$ cat src/design/sphit_pkg.sv
// Shared types and constants for the swept point / box earliest hit block.
// Used by sphit_div, sphit_ctrl, sphit_dp and the top level.
package sphit_pkg;

  localparam int COORD_FRAC_BITS = 16;
  localparam int TIME_FRAC_BITS  = 16;

  localparam int COORD_W   = 32;
  localparam int HIT_TIME_W = 17;
  localparam int NUM_AXES  = 3;
  localparam int AXIS_W    = 2;

  // Axis time: clamped to [-1, ONE + 1], signed.
  localparam int TW        = TIME_FRAC_BITS + 2;
  // Stored earliest time: [0, ONE], unsigned.
  localparam int ET_W      = TIME_FRAC_BITS + 1;
  // Movement and numerators are 33 bit signed; after sign fix 34 bit.
  localparam int MOV_W     = COORD_W + 1;
  localparam int NUM_W     = COORD_W + 2;
  localparam int PROD_W    = MOV_W + ET_W + 1;

  localparam int EPS_LSB   = ((1 << COORD_FRAC_BITS) + 500000) / 1000000;

  localparam logic [ET_W-1:0]   TIME_ONE    = ET_W'(1) << TIME_FRAC_BITS;
  localparam logic signed [TW-1:0] AXIS_ONE  = TW'(1) << TIME_FRAC_BITS;
  localparam logic signed [TW-1:0] AXIS_OVER = (TW'(1) << TIME_FRAC_BITS) + TW'(1);
  localparam logic signed [TW-1:0] AXIS_UNDER = '1;
  localparam logic signed [PROD_W-1:0] ROUND_HALF =
    PROD_W'(1) << (TIME_FRAC_BITS - 1);

  localparam logic FUNC_LOAD = 1'b0;
  localparam logic FUNC_BOX  = 1'b1;

  typedef struct packed {
    logic                      func;
    logic signed [COORD_W-1:0] coord_ax;
    logic signed [COORD_W-1:0] coord_ay;
    logic signed [COORD_W-1:0] coord_az;
    logic signed [COORD_W-1:0] coord_bx;
    logic signed [COORD_W-1:0] coord_by;
    logic signed [COORD_W-1:0] coord_bz;
    logic                      last_box;
  } item_t;

  typedef struct packed {
    logic                      hit;
    logic [HIT_TIME_W-1:0]     hit_time;
    logic signed [COORD_W-1:0] hit_x;
    logic signed [COORD_W-1:0] hit_y;
    logic signed [COORD_W-1:0] hit_z;
  } result_t;

  typedef enum logic [2:0] {
    S_IDLE,
    S_AXIS,
    S_DIV,
    S_NEXT,
    S_UPDATE,
    S_MUL,
    S_ADD,
    S_PUT
  } state_t;

  typedef struct packed {
    logic              load_seg;
    logic              start_box;
    logic              zero_check;
    logic              div_start;
    logic              fold;
    logic              update;
    logic              mul;
    logic              add;
    logic              emit;
    logic [AXIS_W-1:0] ax;
  } cmd_t;

  typedef struct packed {
    logic zero_mov;
    logic div_done;
    logic pass;
    logic last;
    logic out_free;
  } stat_t;

endpackage

$ cat src/design/sphit_div.sv
// Iterative restoring divider for one slab time: floor(num * 2^T / den),
// clamped to [-1, 2^T + 1]. One quotient bit per cycle. Uses sphit_pkg.
module sphit_div (
  input  logic                               clk,
  input  logic                               rst,
  input  logic                               start,
  input  logic signed [sphit_pkg::NUM_W-1:0] num,
  input  logic [sphit_pkg::MOV_W-1:0]        den,
  output logic                               done,
  output logic signed [sphit_pkg::TW-1:0]    q
);
  import sphit_pkg::*;

  localparam int STEPS = TIME_FRAC_BITS + 1;
  localparam int CNT_W = $clog2(STEPS + 1);

  logic [NUM_W-1:0]          r;
  logic [MOV_W-1:0]          d;
  logic [TIME_FRAC_BITS:0]   quo;
  logic [CNT_W-1:0]          cnt;
  logic                      run;
  logic                      sat_lo;
  logic                      sat_hi;
  logic                      bit_q;
  logic [NUM_W-1:0]          rem;

  always_comb begin
    bit_q = r >= NUM_W'(d);
    rem   = bit_q ? r - NUM_W'(d) : r;
  end

  // Always runs the full bit count, so two dividers started together finish together;
  // a saturated quotient is overridden at the output.
  always_ff @(posedge clk) begin
    if (rst) begin
      run  <= 1'b0;
      done <= 1'b0;
      cnt  <= '0;
    end else begin
      done <= 1'b0;
      if (start) begin
        sat_lo <= num < 0;
        sat_hi <= (num >= 0) && (NUM_W'(unsigned'(num)) >= {den, 1'b0});
        r      <= NUM_W'(unsigned'(num));
        d      <= den;
        quo    <= '0;
        run    <= 1'b1;
        cnt    <= CNT_W'(STEPS);
      end else if (run) begin
        quo <= {quo[TIME_FRAC_BITS-1:0], bit_q};
        r   <= rem << 1;
        cnt <= cnt - CNT_W'(1);
        if (cnt == CNT_W'(1)) begin
          run  <= 1'b0;
          done <= 1'b1;
        end
      end
    end
  end

  always_comb begin
    if (sat_lo) begin
      q = AXIS_UNDER;
    end else if (sat_hi || TW'(quo) > AXIS_ONE) begin
      q = AXIS_OVER;
    end else begin
      q = TW'(quo);
    end
  end

endmodule

$ cat src/design/sphit_ctrl.sv
// Sequencer for the swept point / box block: walks the axes of a box test,
// the hit update and the hit point interpolation. Uses sphit_pkg.
module sphit_ctrl (
  input  logic                 clk,
  input  logic                 rst,
  input  logic                 box_valid,
  input  logic                 box_func,
  output logic                 box_stall,
  input  sphit_pkg::stat_t     stat,
  output sphit_pkg::cmd_t      cmd
);
  import sphit_pkg::*;

  state_t            state;
  state_t            state_next;
  logic [AXIS_W-1:0] ax;
  logic [AXIS_W-1:0] ax_next;
  logic              accept;

  assign box_stall = state != S_IDLE;
  assign accept    = box_valid && state == S_IDLE;

  always_ff @(posedge clk) begin
    if (rst) begin
      state <= S_IDLE;
      ax    <= '0;
    end else begin
      state <= state_next;
      ax    <= ax_next;
    end
  end

  always_comb begin
    state_next = state;
    ax_next    = ax;
    case (state)
      S_IDLE: begin
        if (accept && box_func == FUNC_BOX) begin
          state_next = S_AXIS;
          ax_next    = '0;
        end
      end
      S_AXIS: state_next = stat.zero_mov ? S_NEXT : S_DIV;
      S_DIV: begin
        if (stat.div_done) begin
          state_next = S_NEXT;
        end
      end
      S_NEXT: begin
        if (!stat.pass || ax == AXIS_W'(NUM_AXES - 1)) begin
          state_next = S_UPDATE;
        end else begin
          state_next = S_AXIS;
          ax_next    = ax + AXIS_W'(1);
        end
      end
      S_UPDATE: begin
        state_next = stat.last ? S_MUL : S_IDLE;
        ax_next    = '0;
      end
      S_MUL: state_next = S_ADD;
      S_ADD: begin
        if (ax == AXIS_W'(NUM_AXES - 1)) begin
          state_next = S_PUT;
        end else begin
          state_next = S_MUL;
          ax_next    = ax + AXIS_W'(1);
        end
      end
      S_PUT: begin
        if (stat.out_free) begin
          state_next = S_IDLE;
        end
      end
      default: state_next = S_IDLE;
    endcase
  end

  always_comb begin
    cmd            = '0;
    cmd.ax         = ax;
    cmd.load_seg   = accept && box_func == FUNC_LOAD;
    cmd.start_box  = accept && box_func == FUNC_BOX;
    cmd.zero_check = state == S_AXIS && stat.zero_mov;
    cmd.div_start  = state == S_AXIS && !stat.zero_mov;
    cmd.fold       = state == S_DIV && stat.div_done;
    cmd.update     = state == S_UPDATE;
    cmd.mul        = state == S_MUL;
    cmd.add        = state == S_ADD;
    cmd.emit       = state == S_PUT && stat.out_free;
  end

endmodule

$ cat src/design/sphit_dp.sv
// Datapath: segment and box registers, two slab-time dividers, interval fold,
// earliest-hit store, hit point multiplier and result register.
// Uses sphit_pkg and sphit_div.
module sphit_dp (
  input  logic                clk,
  input  logic                rst,
  input  sphit_pkg::item_t    box,
  input  sphit_pkg::cmd_t     cmd,
  output sphit_pkg::stat_t    stat,
  output logic                result_valid,
  input  logic                result_stall,
  output sphit_pkg::result_t  result
);
  import sphit_pkg::*;

  logic signed [COORD_W-1:0] seg_s [NUM_AXES];
  logic signed [COORD_W-1:0] seg_e [NUM_AXES];
  logic signed [COORD_W-1:0] lo    [NUM_AXES];
  logic signed [COORD_W-1:0] hi    [NUM_AXES];
  logic signed [COORD_W-1:0] pt    [NUM_AXES];
  logic [ET_W-1:0]           earliest;
  logic                      any_hit;
  logic                      last;
  logic signed [TW-1:0]      entry;
  logic signed [TW-1:0]      exit_t;
  logic                      pass;
  logic signed [PROD_W-1:0]  prod;

  logic signed [COORD_W-1:0] s_sel;
  logic signed [NUM_W-1:0]   mov;
  logic signed [NUM_W-1:0]   num_lo;
  logic signed [NUM_W-1:0]   num_hi;
  logic                      mov_neg;
  logic signed [NUM_W-1:0]   n_lo;
  logic signed [NUM_W-1:0]   n_hi;
  logic signed [NUM_W-1:0]   d_abs;
  logic [MOV_W-1:0]          den;
  logic                      in_slab;
  logic                      done_lo;
  logic                      done_hi;
  logic signed [TW-1:0]      t_lo;
  logic signed [TW-1:0]      t_hi;
  logic signed [TW-1:0]      t_min;
  logic signed [TW-1:0]      t_max;
  logic signed [TW-1:0]      entry_n;
  logic signed [TW-1:0]      exit_n;
  logic                      upd_ok;
  logic                      out_free;
  logic signed [PROD_W-1:0]  pt_sum;

  always_comb begin
    s_sel   = seg_s[cmd.ax];
    mov     = NUM_W'(seg_e[cmd.ax]) - NUM_W'(s_sel);
    num_lo  = NUM_W'(lo[cmd.ax]) - NUM_W'(s_sel);
    num_hi  = NUM_W'(hi[cmd.ax]) - NUM_W'(s_sel);
    mov_neg = mov < 0;
    n_lo    = mov_neg ? -num_lo : num_lo;
    n_hi    = mov_neg ? -num_hi : num_hi;
    d_abs   = mov_neg ? -mov : mov;
    den     = d_abs[MOV_W-1:0];
    in_slab = s_sel >= lo[cmd.ax] && s_sel <= hi[cmd.ax];
  end

  sphit_div u_div_lo (
    .clk  (clk),
    .rst  (rst),
    .start(cmd.div_start),
    .num  (n_lo),
    .den  (den),
    .done (done_lo),
    .q    (t_lo)
  );

  sphit_div u_div_hi (
    .clk  (clk),
    .rst  (rst),
    .start(cmd.div_start),
    .num  (n_hi),
    .den  (den),
    .done (done_hi),
    .q    (t_hi)
  );

  always_comb begin
    t_min   = (t_lo > t_hi) ? t_hi : t_lo;
    t_max   = (t_lo > t_hi) ? t_lo : t_hi;
    entry_n = (t_min > entry) ? t_min : entry;
    exit_n  = (t_max < exit_t) ? t_max : exit_t;
    upd_ok  = pass && entry >= 0 && entry <= AXIS_ONE
              && entry <= signed'(TW'(earliest));
    out_free = !result_valid || !result_stall;
    pt_sum  = PROD_W'(seg_s[cmd.ax]) + (prod >>> TIME_FRAC_BITS);
  end

  assign stat.zero_mov = d_abs <= NUM_W'(EPS_LSB);
  assign stat.div_done = done_lo && done_hi;
  assign stat.pass     = pass;
  assign stat.last     = last;
  assign stat.out_free = out_free;

  // Control and architectural state
  always_ff @(posedge clk) begin
    if (rst) begin
      for (int i = 0; i < NUM_AXES; i++) begin
        seg_s[i] <= '0;
        seg_e[i] <= '0;
      end
      earliest     <= TIME_ONE;
      any_hit      <= 1'b0;
      result_valid <= 1'b0;
    end else begin
      if (cmd.load_seg) begin
        seg_s[0] <= box.coord_ax;
        seg_s[1] <= box.coord_ay;
        seg_s[2] <= box.coord_az;
        seg_e[0] <= box.coord_bx;
        seg_e[1] <= box.coord_by;
        seg_e[2] <= box.coord_bz;
        earliest <= TIME_ONE;
        any_hit  <= 1'b0;
      end
      if (cmd.update && upd_ok) begin
        earliest <= entry[ET_W-1:0];
        any_hit  <= 1'b1;
      end
      if (cmd.emit) begin
        earliest     <= TIME_ONE;
        any_hit      <= 1'b0;
        result_valid <= 1'b1;
      end else if (!result_stall) begin
        result_valid <= 1'b0;
      end
    end
  end

  // Working registers
  always_ff @(posedge clk) begin
    if (cmd.start_box) begin
      lo[0]  <= box.coord_ax;
      lo[1]  <= box.coord_ay;
      lo[2]  <= box.coord_az;
      hi[0]  <= box.coord_bx;
      hi[1]  <= box.coord_by;
      hi[2]  <= box.coord_bz;
      last   <= box.last_box;
      entry  <= '0;
      exit_t <= AXIS_ONE;
      pass   <= 1'b1;
    end
    if (cmd.zero_check) begin
      pass <= pass && in_slab;
    end
    if (cmd.fold) begin
      entry  <= entry_n;
      exit_t <= exit_n;
      pass   <= entry_n <= exit_n;
    end
    if (cmd.mul) begin
      prod <= PROD_W'(signed'(mov[MOV_W-1:0]) * signed'({1'b0, earliest})) + ROUND_HALF;
    end
    if (cmd.add) begin
      pt[cmd.ax] <= any_hit ? pt_sum[COORD_W-1:0] : seg_e[cmd.ax];
    end
    if (cmd.emit) begin
      result.hit      <= any_hit;
      result.hit_time <= HIT_TIME_W'(earliest);
      result.hit_x    <= pt[0];
      result.hit_y    <= pt[1];
      result.hit_z    <= pt[2];
    end
  end

endmodule

$ cat src/design/swept_point_box_earliest_hit.sv
// Swept point against a list of axis-aligned boxes, earliest hit. A load
// transaction (func 0) is taken in the idle state without leaving it. A box
// transaction goes through acceptance and the hit update plus, per axis that is
// tested, a slab check when the axis does not move and a division otherwise (both
// slab times come from a pair of bit-serial dividers that share one denominator);
// testing stops at the first axis that misses. The last box then interpolates the
// hit point on a single multiplier, and waits longer while the previous result is
// still held by result_stall. A finished result waits in the output register while
// new transactions are taken.
module swept_point_box_earliest_hit (
  input  logic               clk,
  input  logic               rst,
  input  logic               box_valid,
  output logic               box_stall,
  input  sphit_pkg::item_t   box,
  output logic               result_valid,
  input  logic               result_stall,
  output sphit_pkg::result_t result
);
  import sphit_pkg::*;

  cmd_t  cmd;
  stat_t stat;

  sphit_ctrl u_ctrl (
    .clk      (clk),
    .rst      (rst),
    .box_valid(box_valid),
    .box_func (box.func),
    .box_stall(box_stall),
    .stat     (stat),
    .cmd      (cmd)
  );

  sphit_dp u_dp (
    .clk         (clk),
    .rst         (rst),
    .box         (box),
    .cmd         (cmd),
    .stat        (stat),
    .result_valid(result_valid),
    .result_stall(result_stall),
    .result      (result)
  );

endmodule

$ cat config.mk
export PLATFORM = sky130hd
export DESIGN_NAME = swept_point_box_earliest_hit
export DESIGN_NICKNAME = d
export VERILOG_FILES = /design/src/design/sphit_pkg.sv /design/src/design/sphit_div.sv /design/src/design/sphit_ctrl.sv /design/src/design/sphit_dp.sv /design/src/design/swept_point_box_earliest_hit.sv
export SDC_FILE = /design/constraint.sdc
export NUM_CORES = 2
export LEC_CHECK = 0
export ABC_AREA = 0
export BUFFER_PORTS_ARGS = -buffer_cell sky130_fd_sc_hd__buf_2
export CORE_MARGIN = 10
export CORE_UTILIZATION = 45
export CTS_CLUSTER_SIZE = 20
export DETAILED_ROUTE_END_ITERATION = 8
export SYNTH_ARGS = -nofsm -noshare
export SYNTH_HDL_FRONTEND = slang
export SYNTH_SLANG_ARGS = --single-unit
export TNS_END_PERCENT = 50
$ cat constraint.sdc
create_clock -name clk -period 12 [get_ports clk]
set_input_delay 3 -clock clk [delete_from_list [all_inputs] [get_ports clk]]
set_output_delay 3 -clock clk [all_outputs]
set_load 0.01 [all_outputs]
==> flow_summary.toml <==
[die]
rows = 142
die_w_um = 409.5
core_area_mm2 = 0.1503
io_pins = 314
die-area_mm2 = 0.1677
start_util_pct = 45.42
dieHeight_um = 409.5

[detailed_routing]
drtPass1Iterations = 7
wl_um = 214500
drc = 0
routedWlPerCell_um = 23.96
ant_nets = 0
vias = 50150
vias_per_cell = 5.604
drt_iter0_markers = 4071

[timing]
max_freq_mhz = 87.52
slew_viol_final = 0
holdWs_ps = 416.8
slew_headroom_pct = 6.876
fin_worst_skew_ps = 81.09
setup_viol = 0
rsz0062_at_grt = "false"
hold_violations = 0
layout_worst_path_cycle_share_pct = 95.21
tightest_slew_ps = 1382
timing.final.ws_setup_ps = 574.6
finalCriticalPeriod_ps = 11430
tns_ps = 0

[worst_setup_path]
cp_slowest_stage_delay_ps = 950
reg2reg_slack_ps = 570
cp.arrival_ps = 11860
cp.required_ps = 12430
path_class = "flip-flop to flip-flop"
cp-start-kind = "flip-flop"
end_kind = "flip-flop"
reg2reg_depth = 32
cp_slowest_cell = "o21ai_0"
endpoint = "u_dp.prod[47]"
reg2reg_to = "u_dp.prod[47]"
path_max_fanout = 30
cpMostUsedCell = "fa_1"

[outcome]
status = "complete, no violations"

[synthesis]
syn_avg_cell_area_um2 = 10.36
synth_area_leaders = "edfxtp_1, fa_1, ha_1"
synthArstFlopShare_pct = 0
synth_top_area_share_pct = 35.32
synthFlopType = "edfxtp_1"
synthCells = 6587
ys_seq_area_share_pct = 36.49
synth-edff-count = 803
synth_common_cells = "inv_1, edfxtp_1, nand2_1, fa_1, ha_1"
synth_seq_cells = 843
synth_nets = 7808
synth_area_leader_cell = "edfxtp_1"
ys_types = 105
yosysWarnings = 0
synth_area_mm2 = 0.06827
synth_most_common_cell = "inv_1"

[power_and_ir_drop]
finalPower_mw = 10.90
p_per_area_mw_per_mm2 = 144.0
ir_drop_uv = 110.6
p_leak_nw = 31.17

[grt]
antenna_found_initial = 13
grt_pass1_wl_um = 320700
grt_usage_pct = 25.03
grt_pass1_vias = 51010
grt_overflow_total = 0
grt_max_degree = 158

[cts]
ctsResizeCount = 0
post_cts_buffers = 0
clk_latency_ps = 770
cts_hold_buffers = 0
cts_tree = "built"
cts_root_buf = "clkbuf_16"
cts_sinks = 843
path_clk_slew_ps = 60
clk_path_buf_depth = 3
numCtsBuffers = 96
h-tree-depth = 3

[layout]
drive_gt1_share_pct = 11.08
fill_cells = 13800
area_delta_synth_final_pct = 10.93
finalInstanceArea_mm2 = 0.07574
layout.nets = 8068

[placement]
dpl.hpwl_um = 168400
place_ws_ps = 859.3
dpl_cell_area_mm2 = 0.07240
io_buffers = 313
gp_congestion = 0.9363

[job]
drv_cap = 0

[worst_hold_path]
hp-class = "flip-flop to flip-flop"
[registers in the layout (all words and copies together), names as in the netlist, 2 cells and up, named ones only]
register,flops
result,96
u_ctrl.ax,2
u_ctrl.state,3
u_dp.earliest,17
u_dp.entry,18
u_dp.exit_t,18
u_dp.hi,96
u_dp.lo,96
u_dp.prod,32
u_dp.pt,96
u_dp.result,18
u_dp.seg_e,96
u_dp.seg_s,96
u_dp.u_div_hi.cnt,5
u_dp.u_div_hi.quo,17
u_dp.u_div_hi.r,34
u_dp.u_div_lo.cnt,5
u_dp.u_div_lo.d,33
u_dp.u_div_lo.quo,17
u_dp.u_div_lo.r,34
[per-layer routing]
| metal | global-route usage [%] | vias to the layer above | wire [µm] |
|---|---|---|---|
| met3 | 4.241 | 373 | 13520 |
| met4 | 8.484 | 2 | 7958 |
| met1 | 32.84 | 25110 | 90540 |
| met2 | 41.82 | 1649 | 102400 |
| met5 | 0 | - | 9 |
| li1 | - | 23020 | - |
[critical path, delay by kind of cell, from the launching register on]
family	cells	cell delay, ps
AO/OA/AOI/OAI	13	4670
XOR/XNOR	1	90
adder cells (fa/ha/maj)	8	3800
buffers and inverters	4	480
flip-flops	1	710
multiplexers	1	90
AND/OR/NAND/NOR	5	1200
[layout make-up]
cell class	instances	area, µm²	share of cell area [%]
clock inverter	65	785.8	1.038
tap	2016	2522	3.331
antenna	3	7.507	0.009912
timing repair buffer	435	2520	3.327
inverter	841	3164	4.178
sequential	843	24930	32.91
multi-input combinational	4630	39270	51.85
clock buffer	116	2539	3.352
[stage by stage]
| step | cells | utilization [%] |
|---|---|---|
| after floorplan | 6587 | - |
| after global placement | 8765 | 48.17 |
| after detailed placement | 8765 | 48.17 |
| after CTS | 8946 | 50.38 |
| after global routing | 8947 | 50.38 |
| final | 8949 | 50.39 |
[cells in the final DEF (no fill, tap or decap), types with 32 or more instances in the layout]
cell type / Yosys / routed
xor2_1: 101 / 98
o21ai_0: 270 / 268
xnor2_1: 193 / 188
edfxtp_1: 803 / 803
and2_1: 348 / 348
fa_1: 521 / 521
a21oi_1: 290 / 286
ha_1: 502 / 502
nor2b_1: 66 / 65
o21a_1: 85 / 85
mux2_2: 72 / 72
dfxtp_1: 40 / 35
clkbuf_16: 0 / 97
nand4_1: 44 / 44
a21o_1: 127 / 126
buf_2: 8 / 313
buf_4: 4 / 119
mux2i_1: 224 / 224
nand2_1: 700 / 700
a31oi_1: 33 / 32
nor4_1: 50 / 50
nand3_1: 64 / 64
nor2_1: 346 / 343
nor3_1: 90 / 88
nand2b_1: 48 / 47
inv_1: 838 / 837
[where the power goes]
group / switching (mW) / total (mW) / leakage (nW) / internal [mW]
registers: 0.0699 / 3.55 / 8.00 / 3.48
logic: 2.79 / 4.26 / 21.6 / 1.47
clock network: 1.32 / 3.09 / 1.62 / 1.77
total: 4.18 / 10.9 / 31.2 / 6.72
[how the worst min path moves through the flow]
stage	start	to	slack, ps	cells after the start
floorplan	u_dp.pt[2][0]	result[0]	400	0
global placement	u_dp.pt[2][23]	result[23]	400	0
detailed placement	u_dp.pt[2][13]	result[13]	400	0
CTS	u_dp.pt[1][10]	result[42]	420	0
global route	u_dp.pt[1][10]	result[42]	420	0
finish	u_dp.pt[2][27]	result[27]	420	0
[cell families (layout without fill, tap and decap cells)]
logic type	count (synthesis)	in the layout	synth area share [%]
AND/OR/NAND/NOR	1908	1908	13.74
buffers and inverters	1114	1457	6.266
AO/OA/AOI/OAI	1072	1072	10.11
adder cells (fa/ha/maj)	1023	1023	24.48
flip-flops	843	843	36.49
multiplexers	333	333	5.137
XOR/XNOR	294	294	3.772
other	0	3	0
Note: power is estimated with default switching activity, not from simulation.
